`config.mk`:
```
export PLATFORM = sky130hd
export DESIGN_NAME = led_cube_frame_driver_unit
export DESIGN_NICKNAME = d
export VERILOG_FILES = /design/src/sv/lcfd_pkg.sv /design/src/sv/lcfd_front.sv /design/src/sv/lcfd_cmd_fifo.sv /design/src/sv/lcfd_back.sv /design/src/sv/led_cube_frame_driver_unit.sv
export SDC_FILE = /design/constraint.sdc
export NUM_CORES = 1
export LEC_CHECK = 0
export BUFFER_PORTS_ARGS = -buffer_cell sky130_fd_sc_hd__buf_2
export CAP_MARGIN = 20
export CORE_ASPECT_RATIO = 1.4
export CORE_MARGIN = 3
export CORE_UTILIZATION = 28
export DETAILED_ROUTE_END_ITERATION = 8
export SETUP_SLACK_MARGIN = 0.05
export SYNTH_ARGS = -nofsm -noshare
export SYNTH_HDL_FRONTEND = slang
export SYNTH_SLANG_ARGS = --single-unit
```
`constraint.sdc`:
```
create_clock -name clk_i -period 4.45 [get_ports clk_i]
set_clock_uncertainty 0.2 [all_clocks]
set_input_delay 0.89 -clock clk_i [delete_from_list [all_inputs] [get_ports clk_i]]
set_output_delay 0.89 -clock clk_i [all_outputs]
set_load 0.05 [all_outputs]
```
`src/sv/lcfd_pkg.sv`:
```
// lcfd_pkg: shared types and constants of the LED cube frame driver.
// Holds opcodes, the command record passed front to back, and sizes.
// No dependencies.
`default_nettype none
package lcfd_pkg;

  localparam int unsigned CUBE_EDGE_DEF = 8;
  localparam int unsigned STORE_DEPTH   = 64;
  localparam int unsigned STORE_AW      = $clog2(STORE_DEPTH);
  localparam int unsigned QDEPTH        = 2;
  localparam int unsigned QPTR_W        = $clog2(QDEPTH);
  localparam int unsigned QCNT_W        = $clog2(QDEPTH + 1);

  localparam logic [3:0] OP_TICK    = 4'd0;
  localparam logic [3:0] OP_VOX_ON  = 4'd1;
  localparam logic [3:0] OP_VOX_OFF = 4'd2;
  localparam logic [3:0] OP_ROW     = 4'd3;
  localparam logic [3:0] OP_COL_OFF = 4'd4;
  localparam logic [3:0] OP_CLEAR   = 4'd5;
  localparam logic [3:0] OP_XY_ON   = 4'd6;
  localparam logic [3:0] OP_XY_OFF  = 4'd7;
  localparam logic [3:0] OP_YZ_ON   = 4'd8;
  localparam logic [3:0] OP_YZ_OFF  = 4'd9;
  localparam logic [3:0] OP_XZ_ON   = 4'd10;
  localparam logic [3:0] OP_XZ_OFF  = 4'd11;

  typedef enum logic [2:0] {
    K_TICK,
    K_SET_BIT,
    K_CLR_BIT,
    K_WRITE,
    K_CLEAR_ALL
  } cmd_kind_e;

  typedef struct packed {
    cmd_kind_e  kind;
    logic [2:0] z;
    logic [2:0] y;
    logic [7:0] bit_mask;
    logic [7:0] value;
    logic       sweep_z;
    logic       sweep_y;
  } cmd_t;

endpackage
`default_nettype wire

```
`src/sv/lcfd_front.sv`:
```
// lcfd_front: accepts draw and tick items, range-checks them and turns
// them into command records for the queue. Uses lcfd_pkg.
`default_nettype none
module lcfd_front #(
  parameter int unsigned CubeEdge = lcfd_pkg::CUBE_EDGE_DEF
) (
  input  wire logic          in_valid_i,
  output logic               in_stall_o,
  input  wire logic [3:0]    opcode_i,
  input  wire logic [7:0]    x_coord_i,
  input  wire logic [7:0]    y_coord_i,
  input  wire logic [7:0]    z_coord_i,
  input  wire logic [7:0]    row_bits_i,
  input  wire logic          full_i,
  output logic               push_o,
  output lcfd_pkg::cmd_t     cmd_o
);
  import lcfd_pkg::*;

  localparam logic [7:0] RowMask = 8'((1 << CubeEdge) - 1);
  localparam logic [7:0] Edge8   = 8'(CubeEdge);

  logic x_ok, y_ok, z_ok, keep;

  assign x_ok = x_coord_i < Edge8;
  assign y_ok = y_coord_i < Edge8;
  assign z_ok = z_coord_i < Edge8;

  always_comb begin
    keep           = 1'b0;
    cmd_o.kind     = K_TICK;
    cmd_o.z        = z_coord_i[2:0];
    cmd_o.y        = y_coord_i[2:0];
    cmd_o.bit_mask = 8'd1 << x_coord_i[2:0];
    cmd_o.value    = 8'd0;
    cmd_o.sweep_z  = 1'b0;
    cmd_o.sweep_y  = 1'b0;
    case (opcode_i)
      OP_TICK: begin
        keep          = 1'b1;
        cmd_o.kind    = K_TICK;
        cmd_o.sweep_y = 1'b1;
      end
      OP_VOX_ON, OP_VOX_OFF: begin
        keep       = x_ok && y_ok && z_ok;
        cmd_o.kind = (opcode_i == OP_VOX_ON) ? K_SET_BIT : K_CLR_BIT;
      end
      OP_ROW: begin
        keep        = y_ok && z_ok;
        cmd_o.kind  = K_WRITE;
        cmd_o.value = row_bits_i & RowMask;
      end
      OP_COL_OFF: begin
        keep          = x_ok && y_ok;
        cmd_o.kind    = K_CLR_BIT;
        cmd_o.sweep_z = 1'b1;
      end
      OP_CLEAR: begin
        keep       = 1'b1;
        cmd_o.kind = K_CLEAR_ALL;
      end
      OP_XY_ON, OP_XY_OFF: begin
        keep          = z_ok;
        cmd_o.kind    = K_WRITE;
        cmd_o.value   = (opcode_i == OP_XY_ON) ? RowMask : 8'd0;
        cmd_o.sweep_y = 1'b1;
      end
      OP_YZ_ON, OP_YZ_OFF: begin
        keep          = x_ok;
        cmd_o.kind    = (opcode_i == OP_YZ_ON) ? K_SET_BIT : K_CLR_BIT;
        cmd_o.sweep_y = 1'b1;
        cmd_o.sweep_z = 1'b1;
      end
      OP_XZ_ON, OP_XZ_OFF: begin
        keep          = y_ok;
        cmd_o.kind    = K_WRITE;
        cmd_o.value   = (opcode_i == OP_XZ_ON) ? RowMask : 8'd0;
        cmd_o.sweep_z = 1'b1;
      end
      default: begin
        keep = 1'b0;
      end
    endcase
  end

  assign in_stall_o = full_i;
  assign push_o     = in_valid_i && !full_i && keep;

endmodule
`default_nettype wire

```
`src/sv/lcfd_cmd_fifo.sv`:
```
// lcfd_cmd_fifo: short command queue between front and back.
// Uses lcfd_pkg for the command record and queue depth.
`default_nettype none
module lcfd_cmd_fifo (
  input  wire logic            clk_i,
  input  wire logic            rst_ni,
  input  wire logic            push_i,
  input  wire lcfd_pkg::cmd_t  cmd_i,
  output logic                 full_o,
  input  wire logic            pop_i,
  output logic                 empty_o,
  output lcfd_pkg::cmd_t       cmd_o
);
  import lcfd_pkg::*;

  localparam logic [QPTR_W-1:0] PtrMax = QPTR_W'(QDEPTH - 1);
  localparam logic [QCNT_W-1:0] CntMax = QCNT_W'(QDEPTH);

  cmd_t                entries_q [QDEPTH];
  logic [QPTR_W-1:0]   wr_ptr_q, rd_ptr_q;
  logic [QCNT_W-1:0]   cnt_q;
  logic                do_push, do_pop;

  assign full_o  = cnt_q == CntMax;
  assign empty_o = cnt_q == '0;
  assign cmd_o   = entries_q[rd_ptr_q];
  assign do_push = push_i && !full_o;
  assign do_pop  = pop_i && !empty_o;

  always_ff @(posedge clk_i) begin
    if (do_push) begin
      entries_q[wr_ptr_q] <= cmd_i;
    end
  end

  always_ff @(posedge clk_i or negedge rst_ni) begin
    if (!rst_ni) begin
      wr_ptr_q <= '0;
      rd_ptr_q <= '0;
      cnt_q    <= '0;
    end else begin
      if (do_push) begin
        wr_ptr_q <= (wr_ptr_q == PtrMax) ? '0 : wr_ptr_q + 1'b1;
      end
      if (do_pop) begin
        rd_ptr_q <= (rd_ptr_q == PtrMax) ? '0 : rd_ptr_q + 1'b1;
      end
      if (do_push && !do_pop) begin
        cnt_q <= cnt_q + 1'b1;
      end else if (do_pop && !do_push) begin
        cnt_q <= cnt_q - 1'b1;
      end
    end
  end

endmodule
`default_nettype wire

```
`src/sv/lcfd_back.sv`:
```
// lcfd_back: executes queued commands on the frame store and streams
// refresh rows out. Holds the 64x8 store, its valid bits and the layer.
// Uses lcfd_pkg.
`default_nettype none
module lcfd_back #(
  parameter int unsigned CubeEdge = lcfd_pkg::CUBE_EDGE_DEF
) (
  input  wire logic            clk_i,
  input  wire logic            rst_ni,
  input  wire logic            empty_i,
  input  wire lcfd_pkg::cmd_t  cmd_i,
  output logic                 pop_o,
  output logic                 out_valid_o,
  input  wire logic            out_stall_i,
  output logic [2:0]           latch_addr_o,
  output logic [7:0]           row_data_o,
  output logic [7:0]           layer_enable_o,
  output logic                 last_o
);
  import lcfd_pkg::*;

  localparam logic [2:0] EdgeMax = 3'(CubeEdge - 1);

  typedef enum logic [1:0] {
    S_IDLE,
    S_RD,
    S_WR,
    S_EMIT
  } state_e;

  state_e               state_q;
  cmd_t                 cmd_q;
  logic [2:0]           cy_q, cz_q, layer_q;
  logic [STORE_DEPTH-1:0] vld_q;
  logic [7:0]           mem_q [STORE_DEPTH];
  logic [7:0]           rdata_q;
  logic                 out_v_q, last_q;
  logic [2:0]           latch_q;
  logic [7:0]           row_q, en_q;

  logic [2:0]           zsel, ysel;
  logic [STORE_AW-1:0]  cur_addr, rd_addr;
  logic                 rd_en, wr_en, out_free, last_row, done;
  logic [7:0]           wr_data;

  assign zsel     = (cmd_q.kind == K_TICK) ? layer_q : (cmd_q.sweep_z ? cz_q : cmd_q.z);
  assign ysel     = cmd_q.sweep_y ? cy_q : cmd_q.y;
  assign cur_addr = {zsel, ysel};
  assign out_free = !out_v_q || !out_stall_i;
  assign last_row = cy_q == EdgeMax;
  assign done     = (!cmd_q.sweep_y || cy_q == EdgeMax) && (!cmd_q.sweep_z || cz_q == EdgeMax);
  assign pop_o    = (state_q == S_IDLE) && !empty_i;

  always_comb begin
    rd_en   = 1'b0;
    rd_addr = cur_addr;
    wr_en   = 1'b0;
    case (cmd_q.kind)
      K_WRITE:   wr_data = cmd_q.value;
      K_SET_BIT: wr_data = rdata_q | cmd_q.bit_mask;
      default:   wr_data = rdata_q & ~cmd_q.bit_mask;
    endcase
    case (state_q)
      S_RD: begin
        rd_en = 1'b1;
      end
      S_WR: begin
        wr_en = 1'b1;
      end
      S_EMIT: begin
        rd_en   = out_free && !last_row;
        rd_addr = {layer_q, cy_q + 3'd1};
      end
      default: begin
        rd_en = 1'b0;
      end
    endcase
  end

  always_ff @(posedge clk_i) begin
    if (rd_en) begin
      rdata_q <= vld_q[rd_addr] ? mem_q[rd_addr] : 8'd0;
    end
    if (wr_en) begin
      mem_q[cur_addr] <= wr_data;
    end
  end

  always_ff @(posedge clk_i or negedge rst_ni) begin
    if (!rst_ni) begin
      state_q <= S_IDLE;
      cmd_q   <= '0;
      cy_q    <= '0;
      cz_q    <= '0;
      layer_q <= '0;
      vld_q   <= '0;
      out_v_q <= 1'b0;
      last_q  <= 1'b0;
      latch_q <= '0;
      row_q   <= '0;
      en_q    <= '0;
    end else begin
      if (out_v_q && !out_stall_i && state_q != S_EMIT) begin
        out_v_q <= 1'b0;
      end
      case (state_q)
        S_IDLE: begin
          if (!empty_i) begin
            cmd_q <= cmd_i;
            cy_q  <= '0;
            cz_q  <= '0;
            case (cmd_i.kind)
              K_CLEAR_ALL: vld_q   <= '0;
              K_WRITE:     state_q <= S_WR;
              default:     state_q <= S_RD;
            endcase
          end
        end
        S_RD: begin
          state_q <= (cmd_q.kind == K_TICK) ? S_EMIT : S_WR;
        end
        S_WR: begin
          vld_q[cur_addr] <= 1'b1;
          if (done) begin
            state_q <= S_IDLE;
          end else begin
            state_q <= (cmd_q.kind == K_WRITE) ? S_WR : S_RD;
            if (cmd_q.sweep_y && cy_q != EdgeMax) begin
              cy_q <= cy_q + 3'd1;
            end else begin
              cy_q <= '0;
              cz_q <= cz_q + 3'd1;
            end
          end
        end
        S_EMIT: begin
          if (out_free) begin
            out_v_q <= 1'b1;
            latch_q <= cy_q + 3'd1;
            row_q   <= rdata_q;
            last_q  <= last_row;
            en_q    <= last_row ? (8'd1 << layer_q) : 8'd0;
            if (last_row) begin
              layer_q <= (layer_q == EdgeMax) ? 3'd0 : layer_q + 3'd1;
              state_q <= S_IDLE;
            end else begin
              cy_q <= cy_q + 3'd1;
            end
          end else begin
            out_v_q <= out_v_q;
          end
        end
        default: begin
          state_q <= S_IDLE;
        end
      endcase
    end
  end

  assign out_valid_o    = out_v_q;
  assign latch_addr_o   = latch_q;
  assign row_data_o     = row_q;
  assign layer_enable_o = en_q;
  assign last_o         = last_q;

endmodule
`default_nettype wire

```
`src/sv/led_cube_frame_driver_unit.sv`:
```
// led_cube_frame_driver_unit: frame store and layer multiplexer of an LED cube.
// Ticks: a tick is popped in S_IDLE, its first row read in S_RD and shown
// from S_EMIT, then one row per cycle while the output is not stalled
// (CubeEdge rows per tick). Draw commands: S_WR per touched row for writes,
// S_RD then S_WR for set/clear (yz: CubeEdge^2 rows); clear all in S_IDLE.
// Reset clears the store (valid bits), the layer counter and the command queue.
`default_nettype none
module led_cube_frame_driver_unit #(
  parameter int unsigned CubeEdge = lcfd_pkg::CUBE_EDGE_DEF
) (
  input  wire logic        clk_i,
  input  wire logic        rst_ni,
  input  wire logic        in_valid_i,
  output logic             in_stall_o,
  input  wire logic [3:0]  opcode_i,
  input  wire logic [7:0]  x_coord_i,
  input  wire logic [7:0]  y_coord_i,
  input  wire logic [7:0]  z_coord_i,
  input  wire logic [7:0]  row_bits_i,
  output logic             out_valid_o,
  input  wire logic        out_stall_i,
  output logic [2:0]       latch_addr_o,
  output logic [7:0]       row_data_o,
  output logic [7:0]       layer_enable_o,
  output logic             last_o
);
  import lcfd_pkg::*;

  cmd_t front_cmd, queue_cmd;
  logic push, full, pop, empty;

  lcfd_front #(
    .CubeEdge(CubeEdge)
  ) u_front (
    .in_valid_i (in_valid_i),
    .in_stall_o (in_stall_o),
    .opcode_i   (opcode_i),
    .x_coord_i  (x_coord_i),
    .y_coord_i  (y_coord_i),
    .z_coord_i  (z_coord_i),
    .row_bits_i (row_bits_i),
    .full_i     (full),
    .push_o     (push),
    .cmd_o      (front_cmd)
  );

  lcfd_cmd_fifo u_fifo (
    .clk_i   (clk_i),
    .rst_ni  (rst_ni),
    .push_i  (push),
    .cmd_i   (front_cmd),
    .full_o  (full),
    .pop_i   (pop),
    .empty_o (empty),
    .cmd_o   (queue_cmd)
  );

  lcfd_back #(
    .CubeEdge(CubeEdge)
  ) u_back (
    .clk_i          (clk_i),
    .rst_ni         (rst_ni),
    .empty_i        (empty),
    .cmd_i          (queue_cmd),
    .pop_o          (pop),
    .out_valid_o    (out_valid_o),
    .out_stall_i    (out_stall_i),
    .latch_addr_o   (latch_addr_o),
    .row_data_o     (row_data_o),
    .layer_enable_o (layer_enable_o),
    .last_o         (last_o)
  );

endmodule
`default_nettype wire
```
### Yosys cells after proc, flatten, opt, wreduce, memory -nomap -nowiden

Memories as Yosys holds them, arrays and structs flattened. A register that Yosys moved wholly into a read port is not among the register bits.
Index checks and enable logic that the tools add are counted.

* memories: 2
* memory bits (read-only): 0
* bits of input ports: 40
* word-level logic and storage cells: 180
* memory bits (writable): 566
* output and inout bits: 22
* latch bits: 0
* bits in registers: 127

Memories
* u_back.mem_q: depth 64, width 8, rd ports 1, clocked after Yosys merged registers in 1, wr ports 1, line lcfd_back.sv:35 `logic [7:0] mem_q [STORE_DEPTH];`
* u_fifo.entries_q: depth 2, width 27, rd ports 1, clocked after Yosys merged registers in 0, wr ports 1, line lcfd_cmd_fifo.sv:19 `cmd_t entries_q [QDEPTH];`

* div/mod/pow operators: 0
* $add $sub $neg: 7
* reductions and logical operators: 53
* shift-type cells: 2
* bitwise operators: 5
* equality and inequality tests: 32
* $lt $le $gt $ge: 6
* multipliers: 0
* mux-type cells: 53

Operators with widths (number)
* 2-to-1 mux 64 bit: 2
* case mux 64 bit (2 select lines): 1
* OR 64 bit: 1
* 2-to-1 mux 3 bit: 11
* less-than comparator 8 x 4 -> 1 bit, second input constant: 3
* 2-to-1 mux 8 bit: 3
* case mux 8 bit (3 select lines): 1
* 2-to-1 mux 2 bit: 9
* equality test 4 x 3 -> 1 bit, second input constant: 4
* equality test 4 bit, second input constant: 4
* logical AND 1 bit: 16
* case mux 8 bit (2 select lines): 1
* << shifter 1 x 3 -> 8 bit, first input constant: 2
* 2-to-1 mux 1 bit: 15
* case mux 3 bit (5 select lines): 1
* OR reduction 5 bit: 3
* less-than comparator 6 x 7 -> 1 bit, second input constant: 2
* inequality test 2 bit, second input constant: 7
* equality test 3 bit, second input constant: 4
* zero test 1 bit: 10
* OR reduction 2 bit: 5
* adder 3 x 1 -> 3 bit, second input constant: 3
* case mux 3 bit (3 select lines): 1
* bitwise AND 8 bit: 1
* 33 further kinds: 48

### Longest topological paths before layout

Gate-level depths: netlist (run 1).

* word-level depth: 10
* gate-level depth with buffers: 14

### Modules after synthesis

A second synthesis (run 1) with hierarchy kept.

* cells, all modules: 2291
* area total of the unflattened synthesis: 29328.1 sq um

Modules (own cells, without submodules)
* lcfd_back: cells an instance 2100, instances 1, seq. area each 18692.9 sq um, area an instance 26574.2 sq um
* lcfd_cmd_fifo: cells an instance 103, instances 1, seq. area each 1721.7 sq um, area an instance 2244.7 sq um
* lcfd_front: cells an instance 88, instances 1, seq. area each 0.0 sq um, area an instance 509.2 sq um

### Worst setup path before layout (run 1)

OpenSTA, ideal clock, no wires.

* kind: input-to-reg
* from: in x_coord_i[6]
* to: mem u_fifo.entries_q[0][0] (netlist name) (enable)
* slack: 264 ps
* library setup time: 414 ps
* data arrival time: 3572 ps
* stages: 8
* cell sequence: or4_1 > o31a_1 > o22ai_1 > o21ai_0 > o21a_1 > o22ai_1 > and3b_1 > nor2b_1

* longest elaborated chain between the ends: 8

RTL lines
* from (decl): line led_cube_frame_driver_unit.sv:16 `input wire logic [7:0] x_coord_i,`
* less-than comparator 8 x 4 -> 1 bit (*): line lcfd_front.sv:25 `assign x_ok = x_coord_i < Edge8;`
* logical AND 1 bit: line lcfd_front.sv:45, lcfd_front.sv:54
* logical AND 1 bit: line lcfd_front.sv:45 `keep = x_ok && y_ok && z_ok;`
* case mux 1 bit (7 select lines) (*): line lcfd_front.sv:38 `case (opcode_i)`
* logical AND 1 bit (*): line lcfd_front.sv:87 `assign push_o = in_valid_i && !full_i && keep;`
* logical AND 1 bit (*): line lcfd_cmd_fifo.sv:27 `assign do_push = push_i && !full_o;`
* named net u_fifo.do_push: line lcfd_cmd_fifo.sv:22 `logic do_push, do_pop;`
* 2-to-1 mux 1 bit (*): line lcfd_cmd_fifo.sv:31 `if (do_push) begin`
* 2-to-1 mux 1 bit (not written as such) (*): line lcfd_cmd_fifo.sv:32 `entries_q[wr_ptr_q] <= cmd_i;`
* to (decl): line lcfd_cmd_fifo.sv:19

The timed path passes the listed nets; every way through them passes the cells marked *.

### Final worst setup path (run 1)

* from: reg u_back.cmd_q[0] (netlist name)
* to: reg u_back.rdata_q[2], read port of u_back.mem_q (data pin)

* longest elaborated chain between the ends: 5

RTL lines
* from (decl): line lcfd_back.sv:32 `cmd_t cmd_q;`
* from (signal assigned): line lcfd_back.sv:109 `cmd_q <= cmd_i;`
* 2-to-1 mux 3 bit (*): line lcfd_back.sv:47 `assign ysel = cmd_q.sweep_y ? cy_q : cmd_q.y;`
* 2-to-1 mux 6 bit (*): line lcfd_back.sv:63 `case (state_q)`
* binary-select mux 1 bit (select 6 bit): line lcfd_back.sv:82 `rdata_q <= vld_q[rd_addr] ? mem_q[rd_addr] : 8'd0;`
* 2-to-1 mux 1 bit (not written as such): line lcfd_back.sv:82
* zero test 1 bit (no line)
* to (decl): line lcfd_back.sv:36 `logic [7:0] rdata_q;`

Every way passes the cells marked *; elsewhere a longest branch is shown, timed or not. The select of a mux whose other input is x is not followed.
A chain may end at the register's enable or synchronous reset.

==> reports/qor.txt, run 1 <==
routed vias: 17610
Die W: 277.2 um
Avg Cell Area, Syn: 13.77 sq um
grt total ovfl: 0
largest net degree at the start of global routing: 87
Fillers: 9879
Worst-Margin Slew: 1161 ps
normalized max-slew margin: 22.60%
I/O Pins: 62
Fin. Hold Viols: 0
area of the die: 0.1069 sq mm
period utilisation layout: 85.51%
CP endpoint kind: register
Cell variety after synth: 69
startpoint types: register
most numerous cell in the Yosys netlist: edfxtp_1
Final Wtd Congestion: 0.8361
antenna violations before repair: 1
starting density of the core: 28.36%
FMAX: 262.8 MHz
area post-placement: 0.03080 sq mm
core region area: 0.1017 sq mm
Yosys top cell by area: edfxtp_1
register area share after synthesis: 70.79%
P per Cell Area: 792.5 mW/mm^2
Setup TNS: 0 ps
Finish-stage setup viols: 0
initial DRC count: 1564
Resized cells post-CTS: 0
status: finished, final reports clean
clock buffer count from CTS: 67
post-DP HPWL: 47470 um
Post-Syn Nets: 2146
Final Net Count: 2212
total wire length: 74350 um
overall power: 0.02615 W
Slew Limit Fails: 0
R2R Path End: u_back.rdata_q[2]
number of global-route vias before repair: 17560
first-pass GRT wire length: 111800 um
most common flop cell mapped by yosys: edfxtp_1
postcts setup bufs: 0
area of the multi-input gates: 0.007901 sq mm
Pre-Repair DR Iteration Count: 5
Overall Global Routing Usage: 13.70%
# DRC: 0
CTS Root Cell: clkbuf_16
top cell type's share of synthesized area: 59.77%
fin crit period: 3805 ps
critical path arrival: 4040 ps
cell row count: 138
clock sink count: 701
Worst Reg-to-Reg Cells: 9
Avg WL per Cell: 20.97 um
Via density: 4.965
Reg clk slew, reported paths: 60 ps
H-tree depth: 3
Chip Height: 385.7 um
hold-fix buffers at CTS: 0
maximum root-to-sink buffer count: 3
synthesized cell area: 0.02884 sq mm
asr flop ratio synth: 18.12%
CTS tree: yes
Final ANT Viol Nets: 0
Syn. warnings: 0
P&R area growth vs syn: 14.42%
Mapped Cells: 2095
Register Area: 0.02041 sq mm
EDFF count, synth: 574
leakage: 11.62 nW
RSZ-0062 raised after global routing: false
peak supply drop: 0.6076 mV
hold slack: 126.8 ps
post-synthesis register bit count: 701
I/O Buffers: 61
Skew-Pair Late Insertion Delay: 620 ps
critical path class: reg2reg
total of max-cap violations: 0
Hold Crit Class: in2async
Worst EP required: 4690 ps
layout cell share with drive strength beyond 1: 14.63%
top post-synthesis cells by count: edfxtp_1, nand2_1, nor2_1, a21oi_1, dfrtp_1
Worst R2R Setup Slack: 640 ps
design area: 0.03300 sq mm
Area contributors post-synth: edfxtp_1, dfrtp_1, nand2_1
worst reg2reg path startpoint: u_back.cmd_q[0]
Worst Path Max Fanout: 78
[metal layers]
layer  vias up  global-route usage [%]  wire length (um)
li1       7970                       -                 -
met4         0                   7.407              3950
met1      8878                   16.47             29050
met2       576                   23.62             37350
met3       181                   2.139              3992
met5         -                       0                 0
[metrics by stage]
stage | setup WS (ps) | cells | utilization, %
3_3_place_gp | 704.5 | 3421 | 30.28
3_5_place_dp | 653.7 | 3421 | 30.28
4_1_cts | 650.7 | 3544 | 32.42
6_report | 644.7 | 3546 | 32.45
5_1_grt | 434.6 | 3546 | 32.45
2_1_floorplan | 263.8 | 2095 | -
[logic make-up after synthesis]
kind of cell	count (synthesis)	synth area share [%]
compound gates	345	7.541
xor+xnor	5	0.1518
fa+ha+maj	12	0.5119
buf+inv	133	2.230
flops	701	70.79
mux	135	7.167
simple gates	764	11.61
[layout make-up]
cell class | count | share of cell area, %
Sequential cell | 701 | 61.87
Multi-Input combinational cell | 1261 | 23.94
Clock buffer | 83 | 5.578
Tap cell | 1330 | 5.043
Timing Repair Buffer | 116 | 2.408
Clock inverter | 40 | 0.9934
Inverter | 14 | 0.1593
Antenna cell | 1 | 0.007584
[critical path, stage by stage, from the launching register on]
cell and delay [ps]:
dfrtp_1 600, and2b_4 280, or3_4 520, nand2_8 480, buf_4 350, nand2_1 80
a32oi_1 220, a31oi_1 200, a22o_1 360, nor4_1 280
[cells in the final DEF, fill, tap and decap left out, types with 58 or more instances in the layout]
cell type,count
nand3_1,82
buf_2,60
mux2i_1,58
clkbuf_16,70
a21oi_1,136
edfxtp_1,574
nor2_1,210
nand2_1,338
dfrtp_1,127
a31oi_1,62
[registers in the layout, summed over array words and instances (netlist names), 2 cells and up]
name,flops
u_back.mem_q,512
u_back.vld_q,64
u_fifo.entries_q,54
u_back.cmd_q,27
u_back.layer_enable_o,8
u_back.rdata_q,8
u_back.row_data_o,8
u_back.cy_q,3
u_back.cz_q,3
u_back.latch_addr_o,3
u_back.layer_q,3
u_back.state_q,2
u_fifo.cnt_q,2
[power breakdown]
part	switching (W)	leakage [nW]	internal (W)
registers	0.000530	6.88	0.00894
logic	0.00752	3.68	0.00349
clock network	0.00248	1.06	0.00319
total	0.0105	11.6	0.0156
[how the worst max path moves through the flow]
stage                     from                     end  slack, ps  cells past startpoint
3_5_place_dp   u_back.cmd_q[0]       u_back.rdata_q[2]        650                      9
4_1_cts        u_back.cmd_q[0]       u_back.rdata_q[2]        650                      9
5_1_grt        u_back.cmd_q[0]       u_back.rdata_q[0]        430                      9
6_report       u_back.cmd_q[0]       u_back.rdata_q[2]        640                      9
3_3_place_gp   u_back.cmd_q[0]       u_back.rdata_q[2]        700                      9
2_1_floorplan     x_coord_i[6]  u_fifo.entries_q[0][0]        260                      8
No activity file was read; power rests on OpenSTA's default activity.
==> run 2: changes to the inputs <==
Settings changed: SYNTH_HIERARCHICAL set to 1.
==> run 2 against run 1 <==
Net effect:
- flip-flop and latch count stayed put
- sequential share of layout area is 1.4 points lower
- critical endpoint is now u_back/rdata_q[1]
- cell area is 2.3% higher
- largest cell class unchanged
- via count is 7.6% higher
- area after synthesis is 1.7% higher
==> reports/qor.txt, run 2 <==
I/O Buffers: 61 (unchanged)
status: finished, final reports clean
routed vias: 18940 (+7.6%)
critical path class: reg2reg
Die W: 279.5 um (+0.83%)
sequential share of power: 36.0% (-0.2 points)
clock sink count: 701 (unchanged)
leakage: 12.02 nW (+3.5%)
CP endpoint kind: register
Yosys top cell by area: edfxtp_1
Worst R2R Setup Slack: 460 ps (-190 ps)
Finish-stage setup viols: 0 (unchanged)
H-tree depth: 3 (unchanged)
post-route setup slack: 456.7 ps (-188.0 ps)
Area contributors post-synth: edfxtp_1, dfrtp_1, nand2_1
normalized max-slew margin: 35.29% (+13 points)
most frequent cells in the layout: edfxtp_1, nand2_1, a21oi_1, nor2_1, dfrtp_1
first-pass GRT wire length: 118100 um (+5.6%)
number of global-route vias before repair: 18770 (+6.9%)
Fillers: 10190 (+3.1%)
EDFF count, synth: 574 (unchanged)
RSZ-0062 raised after global routing: false
Post-Syn Nets: 2342 (+9.1%)
initial DRC count: 1592 (+1.8%)
Worst EP required: 4590 ps (-100 ps)
Post-Synth Adder-Cell Area: 0.5077% (-0.0043 points)
crit path capture: u_back/rdata_q[1]
Internal: 0.01569 W (+0.43%)
critical path arrival: 4140 ps (+100 ps)
peak supply drop: 0.6443 mV (+6.0%)
Cell variety after synth: 79 (+14%)
hold-fix buffers at CTS: 0 (unchanged)
maximum root-to-sink buffer count: 3 (unchanged)
largest registers: u_back/mem_q x512, u_back/vld_q x64, u_fifo/entries_q x54
Final ANT Viol Nets: 0 (unchanged)
worst reg2reg path startpoint: u_back/cy_q[1]
xor/xnor share of the synthesized area: 0.1493% (-0.0025 points)
layout cell share with drive strength beyond 1: 14.91% (+0.28 points)
post-synthesis mux area share: 4.398% (-2.8 points)
Reg with most FFs: u_back/mem_q
Worst Reg-to-Reg Cells: 7 (-2)
most common flop cell mapped by yosys: edfxtp_1
starting density of the core: 28.39% (+0.033 points)
Avg Cell Area, Syn: 12.80 sq um (-7.0%)
Chip Height: 388.9 um (+0.83%)
Resized cells post-CTS: 0 (unchanged)
Setup TNS: 0 ps (unchanged)
Fin. Hold Viols: 0 (unchanged)
post-synthesis simple-gate area fraction: 12.73% (+1.1 points)
combinational share of power: 41.5% (-0.6 points)
WL met1: 30360 um (+4.5%)
Hold Crit Class: in2async
post-synthesis register bit count: 701 (unchanged)
period utilisation layout: 89.74% (+4.2 points)
fin crit period: 3993 ps (+188.0 ps)
P per Cell Area: 790.3 mW/mm^2 (-0.28%)
# DRC: 0 (unchanged)
CTS Root Cell: clkbuf_16
Via density: 5.032 (+1.4%)
most numerous cell in the Yosys netlist: edfxtp_1
postcts setup bufs: 0 (unchanged)
register area share after synthesis: 69.61% (-1.2 points)
Worst-Margin Slew: 970.6 ps (-190.4 ps)
asr flop ratio synth: 18.12% (unchanged)
top post-synthesis cells by count: edfxtp_1, nand2_1, a21oi_1, nor2_1, dfrtp_1
cell row count: 139 (+0.72%)
Skew-Pair Late Insertion Delay: 620 ps (about the same)
antenna violations before repair: 4 (+3)
R2R Path End: u_back/rdata_q[1]
grt total ovfl: 0 (unchanged)
Final Wtd Congestion: 0.8805 (+5.3%)
Reg clk slew, reported paths: 60 ps (about the same)
Slew Limit Fails: 0 (unchanged)
synthesized cell area: 0.02933 sq mm (+1.7%)
Avg WL per Cell: 20.80 um (-0.80%)
Syn. warnings: 6 (+6)
Sw Share: 41.19% (+0.94 points)
total wire length: 78270 um (+5.3%)
largest net degree at the start of global routing: 118 (+36%)
P_sw: 0.01099 W (+4.4%)
Mapped Cells: 2291 (+9.4%)
hold slack: 111.0 ps (-15.82 ps)
CTS tree: yes
fin util: 32.68% (+0.24 points)
uppermost routed layer: met4
max FFs per register: 512 (unchanged)
CP startpoint: u_back/cy_q[1]
Pre-Repair DR Iteration Count: 7 (+2)
area of the die: 0.1087 sq mm (+1.7%)
clock buffer count from CTS: 69 (+3.0%)
total of max-cap violations: 0 (unchanged)
Final Net Count: 2418 (+9.3%)
Overall Global Routing Usage: 14.13% (+0.43 points)
routed wl met2: 39020 um (+4.5%)
P&R area growth vs syn: 15.13%
largest family of logic cells by synthesized area: simple AND/OR/NAND/NOR gates
clock share of power: 22.5% (+0.8 points)
Compound-Gate Fraction of Synth Area: 9.996% (+2.5 points)
I/O Pins: 62 (unchanged)
core region area: 0.1033 sq mm (+1.6%)
pre-CTS WS: 570.3 ps (-83.42 ps)
Worst Path Max Fanout: 22 (-72%)
post-DP HPWL: 50140 um (+5.6%)
met3 WL post-DR: 5004 um (+25%)
startpoint types: register
FMAX: 250.4 MHz (-4.7%)
top cell type's share of synthesized area: 58.77% (-1.0 points)
most common cell after layout, fill and taps aside: edfxtp_1
## run 2: cell types whose count changed after synthesis, sizes merged, moves of 20 or more
| cell | before | now |
|---|---|---|
| a21oi | 144 | 235 |
| mux4 | 55 | 9 |
| and3 | 38 | 11 |
| a221oi | 9 | 29 |
| mux2i | 58 | 28 |
| a211oi | 22 | 2 |
| mux2 | 22 | 65 |
| buf | 60 | 86 |
| nand2 | 339 | 461 |
| a31oi | 63 | 17 |
## run 2: power groups by stage
| stage | Clock (W) | Sequential (W) | Combinational (W) |
|---|---|---|---|
| after CTS | 0.00615 | 0.00960 | 0.0111 |
| final | 0.00602 | 0.00960 | 0.0111 |
| after detailed placement | 0 | 0.00973 | 0.0111 |
| after floorplan | 0 | 0.00973 | 0.00696 |
| after global routing | 0.00640 | 0.00968 | 0.0120 |
| after global placement | 0 | 0.00972 | 0.0110 |
## run 2: area by class of cell
type / instances / area, sq um / share of cell area [%]
clock inverters: 34 / 420.4 / 1.245
diodes: 2 / 5.005 / 0.01482
clock buffers: 92 / 1897 / 5.618
multi-input cells: 1438 / 8287 / 24.54
flip-flops and latches: 701 / 20410 / 60.46
inverters: 11 / 41.29 / 0.1223
well taps: 1339 / 1675 / 4.962
repair buffers: 146 / 1025 / 3.035
## run 2: metal layers
layer,GRT usage [%],vias up
met4,7.633,0
met3,2.373,191
met2,24.20,719
li1,-,8625
met5,0,-
met1,16.95,9402
## run 2: how the worst min path moves through the flow
stage / depth (start not counted) / slack (ps) / to / from
after floorplan: 2 / 260 / u_back/vld_q[50] / u_back/vld_q[50]
after global placement: 2 / 260 / u_back/layer_enable_o[7] / u_back/layer_enable_o[7]
after detailed placement: 2 / 270 / u_back/layer_enable_o[7] / u_back/layer_enable_o[7]
after CTS: 1 / 140 / u_back/row_data_o[4] / rst_ni
after global routing: 1 / 160 / u_back/row_data_o[4] / rst_ni
final: 1 / 110 / u_back/row_data_o[4] / rst_ni
## run 2: kinds of logic after synthesis
kind of cell,after synthesis
XOR/XNOR,5
AO/OA/AOI/OAI,449
adder cells (fa/ha/maj),12
flip-flops,701
multiplexers,102
buffers and inverters,152
AND/OR/NAND/NOR,870
## run 2: per-stage QoR
step | area, sq um | power [W] | cells
detailed placement | 31440 | 0.02080 | 3635
CTS | 33760 | 0.02687 | 3761
global route | 33760 | 0.02804 | 3761
finish | 33760 | 0.02668 | 3763
floorplan | 29330 | 0.01669 | 2291
global placement | 31440 | 0.02075 | 3635
## run 2: critical path, cell delays in order (launching register included)
cell      delay, ps
dfrtp_1         560
ha_1            260
nand2b_1        110
a21oi_1         490
or2_1           780
a311oi_1        220
or4_1           650
o41a_1          450
